## src/hdl/tcip_pkg.sv

```systemverilog
`default_nettype none

package tcip_pkg;

   // One more than the longest line, terminator not counted, that is parsed in full.
   localparam int MAX_LINE = 4096;
   localparam int OFFSET_W = $clog2(MAX_LINE);
   localparam logic [OFFSET_W-1:0] OFFSET_LAST = OFFSET_W'(MAX_LINE - 1);

   // Fixed field widths of the channels.
   localparam int CH_W     = 8;
   localparam int COL_W    = 4;
   localparam int VALUE_W  = 32;
   localparam int POS_W    = 12;
   localparam int STATUS_W = 2;

   // Result status codes.
   localparam logic [STATUS_W-1:0] ST_COMMENT = 2'd0;
   localparam logic [STATUS_W-1:0] ST_PARSED  = 2'd1;
   localparam logic [STATUS_W-1:0] ST_ERROR   = 2'd2;

   // Register indexes of the configuration port.
   localparam int CSR_IDX_W = 2;
   localparam logic [CSR_IDX_W-1:0] CSR_NAME_COLUMN  = 2'd0;
   localparam logic [CSR_IDX_W-1:0] CSR_START_COLUMN = 2'd1;
   localparam logic [CSR_IDX_W-1:0] CSR_END_COLUMN   = 2'd2;

   // Byte codes the parser reacts to.
   localparam logic [CH_W-1:0] CH_NUL   = 8'h00;
   localparam logic [CH_W-1:0] CH_TAB   = 8'h09;
   localparam logic [CH_W-1:0] CH_LF    = 8'h0A;
   localparam logic [CH_W-1:0] CH_VT    = 8'h0B;
   localparam logic [CH_W-1:0] CH_FF    = 8'h0C;
   localparam logic [CH_W-1:0] CH_CR    = 8'h0D;
   localparam logic [CH_W-1:0] CH_SPACE = 8'h20;
   localparam logic [CH_W-1:0] CH_HASH  = 8'h23;
   localparam logic [CH_W-1:0] CH_PLUS  = 8'h2B;
   localparam logic [CH_W-1:0] CH_MINUS = 8'h2D;
   localparam logic [CH_W-1:0] CH_ZERO  = 8'h30;
   localparam logic [CH_W-1:0] CH_NINE  = 8'h39;

   typedef struct packed {
      logic [COL_W-1:0] name_column;
      logic [COL_W-1:0] start_column;
      logic [COL_W-1:0] end_column;
   } cfg_type;

   typedef struct packed {
      logic [STATUS_W-1:0]       status;
      logic signed [VALUE_W-1:0] start_value;
      logic signed [VALUE_W-1:0] end_value;
      logic [POS_W-1:0]          name_begin;
      logic [POS_W-1:0]          name_end;
   } result_type;

endpackage

`default_nettype wire

```

## src/hdl/tcip_if.sv

```systemverilog
`default_nettype none

interface tcip_req_if;
   import tcip_pkg::*;

   logic            valid;
   logic            ready;
   logic [CH_W-1:0] ch;

   modport source (output valid, output ch, input ready);
   modport sink (input valid, input ch, output ready);
endinterface

interface tcip_rsp_if;
   import tcip_pkg::*;

   logic                      valid;
   logic                      ready;
   logic [STATUS_W-1:0]       status;
   logic signed [VALUE_W-1:0] start_value;
   logic signed [VALUE_W-1:0] end_value;
   logic [POS_W-1:0]          name_begin;
   logic [POS_W-1:0]          name_end;

   modport source (output valid, output status, output start_value, output end_value,
                   output name_begin, output name_end, input ready);
   modport sink (input valid, input status, input start_value, input end_value,
                 input name_begin, input name_end, output ready);
endinterface

`default_nettype wire

```

## src/hdl/tsv_column_integer_parser.sv

```systemverilog
`default_nettype none

// Channel  Dir  Handshake      Payload
// req_bus  in   valid/ready    ch: one line byte, zero ends the line
// rsp_bus  out  valid/ready    status, start_value, end_value, name_begin, name_end
// csr_*    in   write enable   csr_index selects the register, csr_wdata is its value
//
// One byte is taken in every cycle. A byte is held in the input register and updates
// the line state as it leaves it; a terminator that leaves it loads the result of its
// line into the result register, which offers it on rsp_bus. Reset is synchronous and
// restores the default column layout (name 0, start 1, end 2) and an empty line. Only
// a terminator can stall: it waits in the input register, holding back the bytes
// behind it, while the result register is full and not being drained.

module tsv_column_integer_parser (
   input  wire logic                           clock,
   input  wire logic                           reset,
   tcip_req_if.sink                            req_bus,
   tcip_rsp_if.source                          rsp_bus,
   input  wire logic                           csr_write_en,
   input  wire logic [tcip_pkg::CSR_IDX_W-1:0] csr_index,
   input  wire logic [tcip_pkg::COL_W-1:0]     csr_wdata
);
   import tcip_pkg::*;

   cfg_type    cfg;
   result_type line_result;

   logic            in_valid_ff, in_valid_in;
   logic [CH_W-1:0] in_ch_ff;
   logic            out_valid_ff, out_valid_in;
   result_type      out_data_ff;

   logic req_transfer;
   logic slot_free;
   logic advance;
   logic is_term;

   tcip_csr_regs u_csr_regs (
      .clock    (clock),
      .reset    (reset),
      .write_en (csr_write_en),
      .index    (csr_index),
      .wdata    (csr_wdata),
      .cfg      (cfg)
   );

   tcip_line_state u_line_state (
      .clock   (clock),
      .reset   (reset),
      .step_en (advance),
      .ch      (in_ch_ff),
      .cfg     (cfg),
      .result  (line_result)
   );

   // The held byte moves on unless it is a terminator whose result has nowhere to go.
   assign is_term      = (in_ch_ff == CH_NUL);
   assign slot_free    = !out_valid_ff || rsp_bus.ready;
   assign advance      = in_valid_ff && (!is_term || slot_free);
   assign req_bus.ready = !in_valid_ff || advance;
   assign req_transfer = req_bus.valid && req_bus.ready;

   always_comb begin
      in_valid_in = in_valid_ff;
      if (req_transfer) begin
         in_valid_in = 1'b1;
      end else if (advance) begin
         in_valid_in = 1'b0;
      end
   end

   always_comb begin
      out_valid_in = out_valid_ff;
      if (advance && is_term) begin
         out_valid_in = 1'b1;
      end else if (rsp_bus.ready) begin
         out_valid_in = 1'b0;
      end
   end

   always_ff @(posedge clock) begin
      if (reset) begin
         in_valid_ff  <= 1'b0;
         out_valid_ff <= 1'b0;
      end else begin
         in_valid_ff  <= in_valid_in;
         out_valid_ff <= out_valid_in;
      end
   end

   always_ff @(posedge clock) begin
      if (req_transfer) begin
         in_ch_ff <= req_bus.ch;
      end
      if (advance && is_term) begin
         out_data_ff <= line_result;
      end
   end

   assign rsp_bus.valid       = out_valid_ff;
   assign rsp_bus.status      = out_data_ff.status;
   assign rsp_bus.start_value = out_data_ff.start_value;
   assign rsp_bus.end_value   = out_data_ff.end_value;
   assign rsp_bus.name_begin  = out_data_ff.name_begin;
   assign rsp_bus.name_end    = out_data_ff.name_end;

endmodule

`default_nettype wire

```

## src/hdl/tcip_csr_regs.sv

```systemverilog
`default_nettype none

module tcip_csr_regs (
   input  wire logic                           clock,
   input  wire logic                           reset,
   input  wire logic                           write_en,
   input  wire logic [tcip_pkg::CSR_IDX_W-1:0] index,
   input  wire logic [tcip_pkg::COL_W-1:0]     wdata,
   output tcip_pkg::cfg_type                   cfg
);
   import tcip_pkg::*;

   cfg_type cfg_ff;
   cfg_type cfg_in;

   always_comb begin
      cfg_in = cfg_ff;
      if (write_en) begin
         unique case (index)
            CSR_NAME_COLUMN:  cfg_in.name_column  = wdata;
            CSR_START_COLUMN: cfg_in.start_column = wdata;
            CSR_END_COLUMN:   cfg_in.end_column   = wdata;
            default:          cfg_in = cfg_ff;
         endcase
      end
   end

   always_ff @(posedge clock) begin
      if (reset) begin
         cfg_ff.name_column  <= COL_W'(0);
         cfg_ff.start_column <= COL_W'(1);
         cfg_ff.end_column   <= COL_W'(2);
      end else begin
         cfg_ff <= cfg_in;
      end
   end

   assign cfg = cfg_ff;

endmodule

`default_nettype wire

```

## src/hdl/tcip_line_state.sv

```systemverilog
`default_nettype none

module tcip_line_state (
   input  wire logic                      clock,
   input  wire logic                      reset,
   input  wire logic                      step_en,
   input  wire logic [tcip_pkg::CH_W-1:0] ch,
   input  wire tcip_pkg::cfg_type         cfg,
   output tcip_pkg::result_type           result
);
   import tcip_pkg::*;

   localparam int CIDX_W = COL_W + 1;
   localparam logic [1:0] PH_LEAD   = 2'd0;
   localparam logic [1:0] PH_SIGN   = 2'd1;
   localparam logic [1:0] PH_DIGITS = 2'd2;
   localparam logic [1:0] PH_DONE   = 2'd3;
   localparam logic [CIDX_W-1:0] CIDX_MAX = '1;

   logic [CIDX_W-1:0]         col_ff, col_in;
   logic [OFFSET_W-1:0]       off_ff, off_in;
   logic [1:0]                phase_ff, phase_in;
   logic                      neg_ff, neg_in;
   logic signed [VALUE_W-1:0] start_acc_ff, start_acc_in;
   logic signed [VALUE_W-1:0] end_acc_ff, end_acc_in;
   logic [1:0]                digits_ff, digits_in;
   logic [OFFSET_W-1:0]       nbeg_ff, nbeg_in;
   logic [OFFSET_W-1:0]       nend_ff, nend_in;
   logic                      comment_ff, comment_in;
   logic                      ovf_ff, ovf_in;

   logic [CIDX_W-1:0] name_col, start_col, end_col, col_inc;
   logic              is_digit, is_space, is_sign, to_start, to_end, line_ok;
   logic [OFFSET_W-1:0] name_end_out;

   // Multiply by ten and add or subtract one digit, clamped to 32 bits.
   function automatic logic signed [VALUE_W-1:0] push_digit(
      input logic signed [VALUE_W-1:0] acc,
      input logic [3:0]                d,
      input logic                      neg
   );
      logic signed [VALUE_W+4:0] wide;
      logic signed [VALUE_W+4:0] dx;
      wide = {{5{acc[VALUE_W-1]}}, acc};
      wide = (wide <<< 3) + (wide <<< 1);
      dx = {{(VALUE_W+1){1'b0}}, d};
      wide = neg ? wide - dx : wide + dx;
      if (wide > 37'sd2147483647) begin
         return 32'sh7FFF_FFFF;
      end else if (wide < -37'sd2147483648) begin
         return 32'sh8000_0000;
      end
      return $signed(wide[VALUE_W-1:0]);
   endfunction

   // Offsets are reported in the low bits of the result field.
   function automatic logic [POS_W-1:0] to_pos(input logic [OFFSET_W-1:0] off);
      logic [OFFSET_W+POS_W-1:0] ext;
      ext = {{POS_W{1'b0}}, off};
      return ext[POS_W-1:0];
   endfunction

   assign name_col  = {1'b0, cfg.name_column};
   assign start_col = {1'b0, cfg.start_column};
   assign end_col   = {1'b0, cfg.end_column};
   assign col_inc   = (col_ff == CIDX_MAX) ? col_ff : col_ff + 1'b1;

   assign is_digit = (ch >= CH_ZERO) && (ch <= CH_NINE);
   assign is_space = (ch == CH_SPACE) || (ch == CH_LF) || (ch == CH_VT) ||
                     (ch == CH_FF) || (ch == CH_CR);
   assign is_sign  = (ch == CH_PLUS) || (ch == CH_MINUS);
   assign to_start = (col_ff == start_col);
   assign to_end   = (col_ff == end_col);

   always_comb begin
      col_in       = col_ff;
      off_in       = off_ff;
      phase_in     = phase_ff;
      neg_in       = neg_ff;
      start_acc_in = start_acc_ff;
      end_acc_in   = end_acc_ff;
      digits_in    = digits_ff;
      nbeg_in      = nbeg_ff;
      nend_in      = nend_ff;
      comment_in   = comment_ff;
      ovf_in       = ovf_ff;
      if (ch == CH_NUL) begin
         col_in       = '0;
         off_in       = '0;
         phase_in     = PH_LEAD;
         neg_in       = 1'b0;
         start_acc_in = '0;
         end_acc_in   = '0;
         digits_in    = '0;
         nbeg_in      = '0;
         nend_in      = '0;
         comment_in   = 1'b0;
         ovf_in       = 1'b0;
      end else if (comment_ff || ovf_ff) begin
         // The rest of the line is ignored.
      end else if ((off_ff == '0) && (ch == CH_HASH)) begin
         comment_in = 1'b1;
      end else if (off_ff >= OFFSET_LAST) begin
         ovf_in = 1'b1;
      end else begin
         off_in = off_ff + 1'b1;
         if (ch == CH_TAB) begin
            if (col_ff == name_col) begin
               nend_in = off_ff;
            end
            col_in = col_inc;
            if (col_inc == name_col) begin
               nbeg_in = off_ff + 1'b1;
            end
            phase_in = PH_LEAD;
            neg_in   = 1'b0;
         end else if (to_start || to_end) begin
            if ((phase_ff == PH_LEAD) && is_space) begin
               // Leading white space is skipped.
            end else if ((phase_ff == PH_LEAD) && is_sign) begin
               neg_in   = (ch == CH_MINUS);
               phase_in = PH_SIGN;
            end else if (phase_ff == PH_DONE) begin
               // Trailing bytes of the column are ignored.
            end else if (!is_digit) begin
               phase_in = PH_DONE;
            end else begin
               phase_in = PH_DIGITS;
               if (to_start) begin
                  start_acc_in = push_digit(start_acc_ff, ch[3:0], neg_ff);
                  digits_in[0] = 1'b1;
               end
               if (to_end) begin
                  end_acc_in   = push_digit(end_acc_ff, ch[3:0], neg_ff);
                  digits_in[1] = 1'b1;
               end
            end
         end
      end
   end

   always_ff @(posedge clock) begin
      if (reset) begin
         col_ff       <= '0;
         off_ff       <= '0;
         phase_ff     <= PH_LEAD;
         neg_ff       <= 1'b0;
         start_acc_ff <= '0;
         end_acc_ff   <= '0;
         digits_ff    <= '0;
         nbeg_ff      <= '0;
         nend_ff      <= '0;
         comment_ff   <= 1'b0;
         ovf_ff       <= 1'b0;
      end else if (step_en) begin
         col_ff       <= col_in;
         off_ff       <= off_in;
         phase_ff     <= phase_in;
         neg_ff       <= neg_in;
         start_acc_ff <= start_acc_in;
         end_acc_ff   <= end_acc_in;
         digits_ff    <= digits_in;
         nbeg_ff      <= nbeg_in;
         nend_ff      <= nend_in;
         comment_ff   <= comment_in;
         ovf_ff       <= ovf_in;
      end
   end

   // Result of the line, valid when the current byte is the terminator.
   assign line_ok = !ovf_ff && (off_ff != '0) && (col_ff >= start_col) &&
                    (col_ff >= end_col) && (col_ff >= name_col) && (digits_ff == 2'b11);
   assign name_end_out = (col_ff == name_col) ? off_ff : nend_ff;

   always_comb begin
      result = '0;
      if (comment_ff) begin
         result.status = ST_COMMENT;
      end else if (line_ok) begin
         result.status      = ST_PARSED;
         result.start_value = start_acc_ff;
         result.end_value   = end_acc_ff;
         result.name_begin  = to_pos(nbeg_ff);
         result.name_end    = to_pos(name_end_out);
      end else begin
         result.status = ST_ERROR;
      end
   end

endmodule

`default_nettype wire

```

## src/flat_wrapper.sv

```systemverilog
// flat-port wrapper written by rule: the top's interface ports become plain ports
module tsv_column_integer_parser_flat import tcip_pkg::*;
  (clock, reset, csr_write_en, csr_index, csr_wdata, req_bus_valid, req_bus_ch, req_bus_ready, rsp_bus_valid, rsp_bus_status, rsp_bus_start_value, rsp_bus_end_value, rsp_bus_name_begin, rsp_bus_name_end, rsp_bus_ready);
  tcip_req_if req_bus_i ();
  tcip_rsp_if rsp_bus_i ();
  input  wire logic clock;
  input  wire logic reset;
  input  wire logic csr_write_en;
  input  wire logic [tcip_pkg::CSR_IDX_W-1:0] csr_index;
  input  wire logic [tcip_pkg::COL_W-1:0] csr_wdata;
  input wire logic [$bits(req_bus_i.valid)-1:0] req_bus_valid;
  input wire logic [$bits(req_bus_i.ch)-1:0] req_bus_ch;
  output wire logic [$bits(req_bus_i.ready)-1:0] req_bus_ready;
  output wire logic [$bits(rsp_bus_i.valid)-1:0] rsp_bus_valid;
  output wire logic [$bits(rsp_bus_i.status)-1:0] rsp_bus_status;
  output wire logic [$bits(rsp_bus_i.start_value)-1:0] rsp_bus_start_value;
  output wire logic [$bits(rsp_bus_i.end_value)-1:0] rsp_bus_end_value;
  output wire logic [$bits(rsp_bus_i.name_begin)-1:0] rsp_bus_name_begin;
  output wire logic [$bits(rsp_bus_i.name_end)-1:0] rsp_bus_name_end;
  input wire logic [$bits(rsp_bus_i.ready)-1:0] rsp_bus_ready;
  assign req_bus_i.valid = req_bus_valid;
  assign req_bus_i.ch = req_bus_ch;
  assign req_bus_ready = req_bus_i.ready;
  assign rsp_bus_valid = rsp_bus_i.valid;
  assign rsp_bus_status = rsp_bus_i.status;
  assign rsp_bus_start_value = rsp_bus_i.start_value;
  assign rsp_bus_end_value = rsp_bus_i.end_value;
  assign rsp_bus_name_begin = rsp_bus_i.name_begin;
  assign rsp_bus_name_end = rsp_bus_i.name_end;
  assign rsp_bus_i.ready = rsp_bus_ready;
  tsv_column_integer_parser u_core (.clock(clock), .reset(reset), .req_bus(req_bus_i), .rsp_bus(rsp_bus_i), .csr_write_en(csr_write_en), .csr_index(csr_index), .csr_wdata(csr_wdata));
endmodule
```

## config.mk

```make
export PLATFORM = sky130hd
export DESIGN_NAME = tsv_column_integer_parser_flat
export DESIGN_NICKNAME = d
export VERILOG_FILES = /design/src/hdl/tcip_pkg.sv /design/src/hdl/tcip_if.sv /design/src/hdl/tsv_column_integer_parser.sv /design/src/hdl/tcip_csr_regs.sv /design/src/hdl/tcip_line_state.sv /design/src/flat_wrapper.sv
export SDC_FILE = /design/constraint.sdc
export NUM_CORES = 1
export LEC_CHECK = 0
export ABC_AREA = 1
export BUFFER_PORTS_ARGS = -buffer_cell sky130_fd_sc_hd__buf_2
export CORE_MARGIN = 4
export CORE_UTILIZATION = 45
export CTS_CLUSTER_SIZE = 30
export DETAILED_ROUTE_END_ITERATION = 16
export GPL_ROUTABILITY_DRIVEN = 0
export GPL_TIMING_DRIVEN = 0
export PLACE_DENSITY_LB_ADDON = 0.1
export SLEW_MARGIN = 0
export SYNTH_ARGS = -nofsm -noshare
export SYNTH_HDL_FRONTEND = slang
export SYNTH_HIERARCHICAL = 1
export SYNTH_SLANG_ARGS = --single-unit
```

## constraint.sdc

```tcl
create_clock -name clock -period 3.3 [get_ports clock]
set_input_delay 0.33 -clock clock [delete_from_list [all_inputs] [get_ports clock]]
set_output_delay 0.33 -clock clock [all_outputs]
set_load 0.01 [all_outputs]
```

After elaboration in Yosys (flattened, before gate mapping)
Index checks and enable logic that the tools add are counted.
Cells by class
  mux-type cells: 120
  reductions and logical operators: 56
  equality and inequality tests: 27
  bitwise operators: 1
  order comparisons: 10
  $add $sub $neg: 8
Operators with widths (count)
  $mux 32: 28
  $mux 12: 16
  $add 36x5->37: 2
  $gt 37x32->1 const B: 2
  $lt 37x32->1 const B: 2
  $mux 37: 2
  $sub 36x5->37: 2
  $add 35x33->36: 2
  $mux 1: 48
  $eq 8x4->1 const B: 5
  $mux 2: 20
  $eq 8x6->1 const B: 4
  $mux 5: 6
  $reduce_and 11->1: 2
  $eq 5x4->1: 4
  $reduce_bool 2->1: 10
  $ge 5x4->1: 3
  $ne 2x1->1 const B: 7
  $reduce_and 7->1: 2
  $add 12x1->12 const B: 1
  $ge 12x12->1 const B: 1
  $logic_and 1x1->1: 12
  $logic_not 12->1: 1
  $reduce_bool 12->1: 1
  other kinds (20): 39
Storage, ports and cells
  input bits: 19
  flip-flop bits (word level): 224
  output and inout bits: 92
  word-level logic and storage cells: 245

Depth between registers and ports, before layout
Gate-level depths: netlist (run 1).
  depth in word-level cells: 29
  gate-level depth with buffers: 30
  gate-level depth less buffers: 29

Cells and area by module
Netlist (run 1), hierarchy kept.
Modules (own cells, without submodules)
  tcip_line_state: times used 1, sequential area each 2242.2 um^2, area an instance 14771.7 um^2, cells each 2743
  tsv_column_integer_parser: times used 1, sequential area each 2982.9 um^2, area an instance 3076.7 um^2, cells each 119
  tcip_csr_regs: times used 1, sequential area each 240.2 um^2, area an instance 526.8 um^2, cells each 76

Worst setup path before layout (run 1)
No wires, ideal clock.
  path kind: register to register
  start: register u_core.u_line_state.end_acc_ff[0]
  end: register u_core.u_line_state.end_acc_ff[19]
  arrival: 3.194 ns
  period minus slack after synthesis: 3.330 ns
  path buffers: 1
  slack: -0.030 ns
  data required time: 3.164 ns
  library setup time: 0.136 ns
  stages on the path, launching flop included: 27
  cell sequence: dfxtp_1 ha_1 inv_1 fa_1 inv_1 nand3_1 nand2_1 nand2_1 nand2_2 nand2_1 nand2_2 inv_1 nor2_1 nand2_1 nor2_2 nand3_2 nor2_2 nand3_1 nand3_1 nand2_1 a21oi_1 nand2_1 nand2_2 buf_4 nand3_1 nand2_1 a21oi_2
Between the ends
  cells in the longest elaborated chain, start to end: 29
  elaborated cells on any way between the ends: 32
  classes of those cells: 3 x add/sub; 2 x order compare; 27 x mux
RTL lines
  start, declared: line tcip_line_state.sv:25  | logic signed [VALUE_W-1:0] end_acc_ff, end_acc_in;
  start signal, assigned: line tcip_line_state.sv:161  | end_acc_ff <= end_acc_in;
  $add 35x33->36 (*): line tcip_line_state.sv:45  | wide = (wide <<< 3) + (wide <<< 1);
  $add 36x5->37 / $sub 36x5->37 (equally long branches): line tcip_line_state.sv:47  | wide = neg ? wide - dx : wide + dx;
  $mux 37 (*): line tcip_line_state.sv:47
  $lt 37x32->1: line tcip_line_state.sv:50  | end else if (wide < -37'sd2147483648) begin
  $mux 1: line tcip_line_state.sv:50
  $mux 1: line tcip_line_state.sv:48  | if (wide > 37'sd2147483647) begin
  $mux 1: line tcip_line_state.sv:133  | if (to_end) begin
  $mux 1: line tcip_line_state.sv:125  | end else if (!is_digit) begin
  [... 13 more ...]
  $mux 32 (*): line tcip_line_state.sv:120  | end else if ((phase_ff == PH_LEAD) && is_sign) begin
  $mux 32 (*): line tcip_line_state.sv:118  | if ((phase_ff == PH_LEAD) && is_space) begin
  $mux 32 (*): line tcip_line_state.sv:117  | end else if (to_start || to_end) begin
  $mux 32 (*): line tcip_line_state.sv:107  | if (ch == CH_TAB) begin
  $mux 32 (*): line tcip_line_state.sv:103  | end else if (off_ff >= OFFSET_LAST) begin
  $mux 32 (*): line tcip_line_state.sv:101  | end else if ((off_ff == '0) && (ch == CH_HASH)) begin
  $mux 32 (*): line tcip_line_state.sv:99  | end else if (comment_ff || ovf_ff) begin
  $mux 32 (*): line tcip_line_state.sv:87  | if (ch == CH_NUL) begin
Every way passes the cells marked *; elsewhere a longest branch is shown, timed or not. The select of a mux whose other input is x is not followed.
A chain may end at the register's enable or synchronous reset.

Worst setup path after layout (run 1)
  start: register u_core.u_line_state.end_acc_ff[1]
  end: register u_core.u_line_state.end_acc_ff[3]
Same word-level chain as after synthesis.

==> flow_metrics.tcl, run 1 <==
set metrics [dict create \
    critPathArrivalTime_ns 4.24 \
    worst-path-max-fanout 7 \
    synth_seq_area_share 0.297 \
    finalHoldViolCount 0 \
    antenna_found_initial 0 \
    yosys.cell_types.count 59 \
    skew_ns 0.0248 \
    die_height_um 210 \
    synth_edf_count 98 \
    core_sq_um 40000 \
    yosysMostFrequentCell "nand2_1" \
    clock_sinks 224 \
    cts_buffer_depth 3 \
    place_area_sq_um 19600 \
    area_growth_syn_to_layout_pct 27.4 \
    antenna_cells 0 \
    cp-start-kind "flop" \
    cts_tree "yes" \
    drc_errors 0 \
    start_util 0.459 \
    clock-root-buffer "clkbuf_16" \
    fin_cells 3722 \
    ant_nets 0 \
    htree_levels 1 \
    wl_per_cell_um 16.8 \
    rsz0062_at_grt "yes" \
    numPortBuffers 110 \
    synth_fp_nets 3052 \
    synth.top_cell.area_share 0.190 \
    grt_max_degree 48 \
    path_clk_slew_ns 0.07 \
    synthCells 2938 \
    ir_worst_vdd_uv 343 \
    hold_path_class "in2reg" \
    synth_area_leader_cell "nand2_1" \
    clkLatencyLatePin_ns 0.59 \
    layout.nets 3289 \
    syn_area_sq_um 18400 \
    setup_ws_ns -0.508 \
    ys_async_sr_fraction 0 \
    setup_viol 63 \
    crit_required_ns 3.74 \
    p_leak_nw 10.9 \
    relSlewSlack 0.313 \
    row_count 73 \
    die-area_sq_um 44100 \
    dp.cells 3574 \
    first_pass_iters 9 \
    failed_checks "setup timing" \
    powerDensity_nw_per_um2 273 \
    first_iter_violations 1897 \
    hpwl_um 46100 \
    vias 20100 \
    pin_count 111 \
    period_minus_slack_ns 3.81 \
    grt_pass1_vias 18600 \
    min_period_over_period 1.15 \
    layout-drive-gt1-share 0.231 \
    worst_pin_slew_ns 1.03 \
    cts-buffers-inserted 28 \
    synthTopCellsByCount "nand2_1 (930), inv_1 (406), nor2_1 (379)" \
    yosys_register_bits 224 \
    grtUsageTotal 0.266 \
    endpoint_kind "flop" \
    drv_slew 0 \
    grt_pass1_wl_um 96600 \
    chipWidth_um 210 \
    synthFlopType "dfxtp_1" \
    synthTopCellsByArea "nand2_1 (19%), edfxtp_1 (16%), dfxtp_1 (14%), inv_1 (8.3%), nor2_1 (7.7%)" \
    maxCapViolCount 0 \
    reg2reg_slack_ns -0.51 \
    critPathKind "reg2reg" \
    max_freq_ghz 0.263 \
    yosysWarnings 6 \
    fill_cells 3836 \
    routed_wirelength_um 62500 \
    avgSynthCellArea_sq_um 6.25 \
    outcome "finished, violations left" \
    vias_per_cell 5.40 \
    grt.overflow.total 0 \
    design_area_sq_um 23400 \
]
[area by class of cell]
type                       instances  area [sq um]  share of cell area
buffer                            77           473              0.0202
clock buffer                      35           758              0.0324
clock inverter                    17           183             0.00780
inverter                         415          1570              0.0671
multi-input combinational       2222         12800               0.547
sequential                       224          5510               0.235
tap                              525           657              0.0281
timing repair buffer             207          1460              0.0623
[state kept, by name, summed over array words and instances, names as in the netlist]
name and cells:
u_core/u_csr_regs/cfg 12, u_core/rsp_bus.start_value 32, u_core/u_line_state/off_ff 12, u_core/u_line_state/neg_ff 1
u_core/u_line_state/nbeg_ff 12, u_core/u_line_state/comment_ff 1, u_core/u_line_state/start_acc_ff 32, u_core/u_line_state/ovf_ff 1
u_core/u_line_state/col_ff 5, u_core/u_line_state/digits_ff 2, u_core/rsp_bus.end_value 32, u_core/u_line_state/nend_ff 12
u_core/in_ch_ff 8, u_core/rsp_bus.valid 1, u_core/rsp_bus.status 2, u_core/in_valid_ff 1
u_core/rsp_bus.name_begin 12, u_core/u_line_state/end_acc_ff 32, u_core/rsp_bus.name_end 12, u_core/u_line_state/phase_ff 2
[worst paths after layout]
kind,from,end,cells past startpoint
max,u_core/u_line_state/end_acc_ff[1],u_core/u_line_state/end_acc_ff[3],23
max reg2reg,u_core/u_line_state/end_acc_ff[1],u_core/u_line_state/end_acc_ff[3],23
min reg2reg,u_core/u_line_state/nend_ff[7],u_core/u_line_state/nend_ff[7],2
min,csr_wdata[1],u_core/u_csr_regs/cfg[5],3
[cell families after synthesis]
kind of cell	Yosys count	share of synthesized area
mux	1	0.000613
simple gates	1739	0.397
buf+inv	492	0.105
xor+xnor	64	0.0319
fa+ha+maj	95	0.0671
flops	224	0.297
compound gates	323	0.101
[stage by stage]
stage	power [mW]	hold WS [ns]	setup TNS, ns	worst slack (ns)	utilization
2_1_floorplan	3.18	0.392	0	0.000288	-
3_3_place_gp	3.27	0.437	-150.76	-1.02	0.490
3_5_place_dp	3.28	0.444	-67.73	-1.11	0.490
4_1_cts	6.44	0.0000361	-17.40	-0.333	0.555
5_1_grt	6.63	0.0341	-37.55	-0.685	0.585
6_report	6.39	0.0299	-28.38	-0.508	0.585
[layer usage]
layer,vias to the layer above,global-route usage,wire [um]
li1,9901,-,-
met3,100,0.0350,4700
met2,766,0.428,28000
met1,9318,0.381,28300
met4,0,0.0641,1510
met5,-,0,0
[timing repair]
| action | 4_1_cts | 5_1_grt |
|---|---|---|
| buffers inserted | 47 | 27 |
| hold buffers | 13 | 0 |
| pin swaps | 64 | 101 |
| endpoints found under the setup margin | 90 | 105 |
| gates resized for setup | 303 | 248 |
| hold endpoints to repair | 12 | 0 |
| gates cloned | 6 | 3 |
[placed cells by master (no fill, tap or decap), types with 6 or more instances in the layout]
cell type,count
nand2_2,118
a21oi_1,122
nor2_4,30
nor2_2,48
nand4_1,45
nor3_2,10
nand3_4,14
buf_2,112
buf_8,9
inv_1,393
inv_2,15
nor2_1,323
ha_2,18
clkbuf_16,32
nand3_1,186
nand3_2,55
o21ai_0,85
dfxtp_2,22
xnor2_1,6
clkbuf_1,55
xor2_1,56
dlygate4sd3_1,13
edfxtp_1,98
ha_1,52
dfxtp_1,99
nand2_4,42
buf_4,71
nor3_1,34
nor4_1,7
nand2_1,801
nand3b_1,11
ha_4,19
o211a_1,9
buf_6,16
o21bai_1,7
a21oi_2,55
[where the power goes]
part / total (mW) / switching (mW) / internal (mW)
Combinational: 0.342 / 0.226 / 0.116
Sequential: 2.92 / 0.0242 / 2.90
Clock: 3.13 / 1.32 / 1.81
Total: 6.39 / 1.57 / 4.82
[critical path: stages, from the launching register on]
cell,delay (ns)
dfxtp_2,0.42
inv_1,0.11
fa_2,0.46
xor2_4,0.29
nand2_4,0.09
nor2_4,0.12
nand2_2,0.08
nor2_4,0.14
nand2_2,0.08
nor2_4,0.13
nand2_2,0.08
nor2_4,0.19
nand3_4,0.11
nor2_4,0.17
nand3_1,0.12
nand3_1,0.13
nand2_2,0.10
a21oi_2,0.13
nand2_1,0.10
nand2_4,0.19
buf_8,0.18
nand3_2,0.08
nand2_2,0.09
a21oi_2,0.06
Note: power is estimated with default switching activity, not from simulation.
==> inputs of run 2 (changes only) <==
--- a/config.mk
+++ b/config.mk
@@ -8,7 +8,7 @@
 export ABC_AREA = 1
 export BUFFER_PORTS_ARGS = -buffer_cell sky130_fd_sc_hd__buf_2
 export CORE_MARGIN = 4
-export CORE_UTILIZATION = 45
+export CORE_UTILIZATION = 57
 export CTS_CLUSTER_SIZE = 30
 export DETAILED_ROUTE_END_ITERATION = 16
 export GPL_ROUTABILITY_DRIVEN = 0
==> flow_metrics.tcl, run 2 (synthesis results as in run 1) <==
set metrics [dict create \
    sequentialPowerShare 0.480 \
    path_clk_slew_ns 0.06 \
    top_usage_layer "met2" \
    numPortBuffers 110 \
    use_met2 0.530 \
    failed_checks "setup timing" \
    skew_ns 0.0261 \
    layout.nets 3322 \
    cp.depth 28 \
    cts-buffers-inserted 25 \
    wl_per_cell_um 18.0 \
    first_pass_iters 7 \
    maxCapViolCount 0 \
    critPathKind "reg2reg" \
    relSlewSlack 0.331 \
    cts_buffer_depth 3 \
    critPathArrivalTime_ns 4.21 \
    max_freq_ghz 0.263 \
    cp_common_cell "nand2_2" \
    antenna_found_initial 0 \
    ant_nets 0 \
    switching_share 0.241 \
    cp-start-kind "flop" \
    fill_cells 2356 \
    min_period_over_period 1.15 \
    crit_required_ns 3.71 \
    p_clk_frac 0.459 \
    die_height_um 188 \
    layout-drive-gt1-share 0.273 \
    vias 21700 \
    powerDensity_nw_per_um2 253 \
    cts_tree "yes" \
    clock-root-buffer "clkbuf_16" \
    ir_worst_vdd_uv 373 \
    regArea_sq_um 5540 \
    p_int_mw 4.62 \
    finalHoldViolCount 0 \
    p_sw_mw 1.47 \
    clkLatencyLatePin_ns 0.57 \
    first_iter_violations 2694 \
    core_sq_um 31700 \
    clock_sinks 224 \
    grtUsageMet3 0.0523 \
    chipWidth_um 188 \
    pin_count 111 \
    rsz0062_at_grt "yes" \
    routed_wirelength_um 65500 \
    worst-path-max-fanout 7 \
    crit_slowest_cell "dfxtp_2" \
    final_common_cell "nand2_1" \
    p_leak_nw 11.4 \
    hold_path_class "in2reg" \
    worst_pin_slew_ns 1.00 \
    vias_per_cell 5.98 \
    endpoint_kind "flop" \
    crit_path_max_incr_delay_ns 0.42 \
    antenna_cells 0 \
    die-area_sq_um 35200 \
    grt.overflow.total 0 \
    area_growth_syn_to_layout_pct 31.2 \
    power_mw 6.09 \
    grt_pass1_wl_um 97300 \
    start_util 0.579 \
    hpwl_um 43500 \
    crit_family "simple AND/OR/NAND/NOR gates" \
    timing.hold.ws_ns 0.0159 \
    setup_ws_ns -0.504 \
    outcome "finished, violations left" \
    drv_slew 0 \
    period_minus_slack_ns 3.80 \
    hold_depth 2 \
    row_count 65 \
    final_cell_mix "nand2_1 (773), inv_1 (385), nor2_1 (297), nand3_1 (160), nand2_2 (129)" \
    grt_pass1_vias 19700 \
    use_met1 0.439 \
    critPathBufInv 4 \
    grtUsageTotal 0.328 \
    drc_errors 0 \
    multi_input_area_sq_um 13500 \
    rr_worst_depth 28 \
    htree_levels 1 \
    setup_viol 64 \
    grt_max_degree 48 \
    p_comb_frac 0.061 \
]
run 2: changes by cell type in the layout (fill, tap and decap cells not counted), moves of 13 or more:
cell and delta:
buf_4 +38, nor2_4 +13, nor2_2 +13, nand3_2 +15
nand2_4 +14, nand2_1 -28, nor2_1 -26, nand3_1 -26
run 2: worst paths after layout:
| kind | slack, ns | startpoint | to |
|---|---|---|---|
| max | -0.50 | u_core/u_line_state/end_acc_ff[6] | u_core/u_line_state/end_acc_ff[12] |
| min | 0.02 | reset | u_core/in_valid_ff |
| max reg2reg | -0.50 | u_core/u_line_state/end_acc_ff[6] | u_core/u_line_state/end_acc_ff[12] |
| min reg2reg | 0.45 | u_core/u_line_state/nbeg_ff[1] | u_core/u_line_state/nbeg_ff[1] |
run 2: power groups by stage:
| stage | registers (mW) | clock network, mW | logic (mW) |
|---|---|---|---|
| 6_report | 2.92 | 2.79 | 0.370 |
| 5_1_grt | 2.92 | 2.96 | 0.404 |
| 4_1_cts | 2.92 | 2.84 | 0.324 |
| 3_5_place_dp | 2.99 | 0 | 0.282 |
| 3_3_place_gp | 2.99 | 0 | 0.272 |
| 2_1_floorplan | 2.98 | 0 | 0.197 |
run 2: layout make-up:
type | instances | share of cell area
inverter | 415 | 0.0653
clock buffer | 35 | 0.0296
tap | 402 | 0.0209
multi-input combinational | 2222 | 0.560
timing repair buffer | 243 | 0.0703
sequential | 224 | 0.230
buffer | 77 | 0.0201
clock inverter | 11 | 0.00426
run 2: metal layers:
metal | wire length (um) | part of all wire | vias up
met5 | 0 | 0 | -
met4 | 3990 | 0.061 | 0
met3 | 7080 | 0.11 | 371
met2 | 29100 | 0.44 | 1507
met1 | 25300 | 0.39 | 9864
li1 | - | - | 9974
run 2: timing repair:
item | 4_1_cts | 5_1_grt
hold endpoints to repair | 8 | 0
cloned | 8 | 3
setup endpoints to repair | 92 | 115
resized for setup | 386 | 341
hold buffers | 8 | 0
buffers inserted | 79 | 34
pin swaps | 123 | 137
run 2: worst reg2reg max path: cells and delay by family, from the launching register on:
kind / cells / cell delay (ns)
buffers and inverters: 4 / 0.48
adder cells (fa/ha/maj): 1 / 0.25
flip-flops: 1 / 0.42
AND/OR/NAND/NOR: 22 / 2.44
AO/OA/AOI/OAI: 1 / 0.06
run 2: metrics by stage:
| stage | setup slack (ns) | cells | area (sq um) | TNS [ns] | utilization |
|---|---|---|---|---|---|
| after detailed placement | -0.960 | 3451 | 19500 | -59.40 | 0.614 |
| after CTS | -0.231 | 3592 | 22400 | -12.43 | 0.707 |
| after floorplan | 0.000288 | 2938 | 18400 | 0 | - |
| after global placement | -0.892 | 3450 | 19400 | -126.80 | 0.613 |
| after global routing | -0.627 | 3629 | 24100 | -35.34 | 0.760 |
| final | -0.504 | 3629 | 24100 | -27.18 | 0.760 |
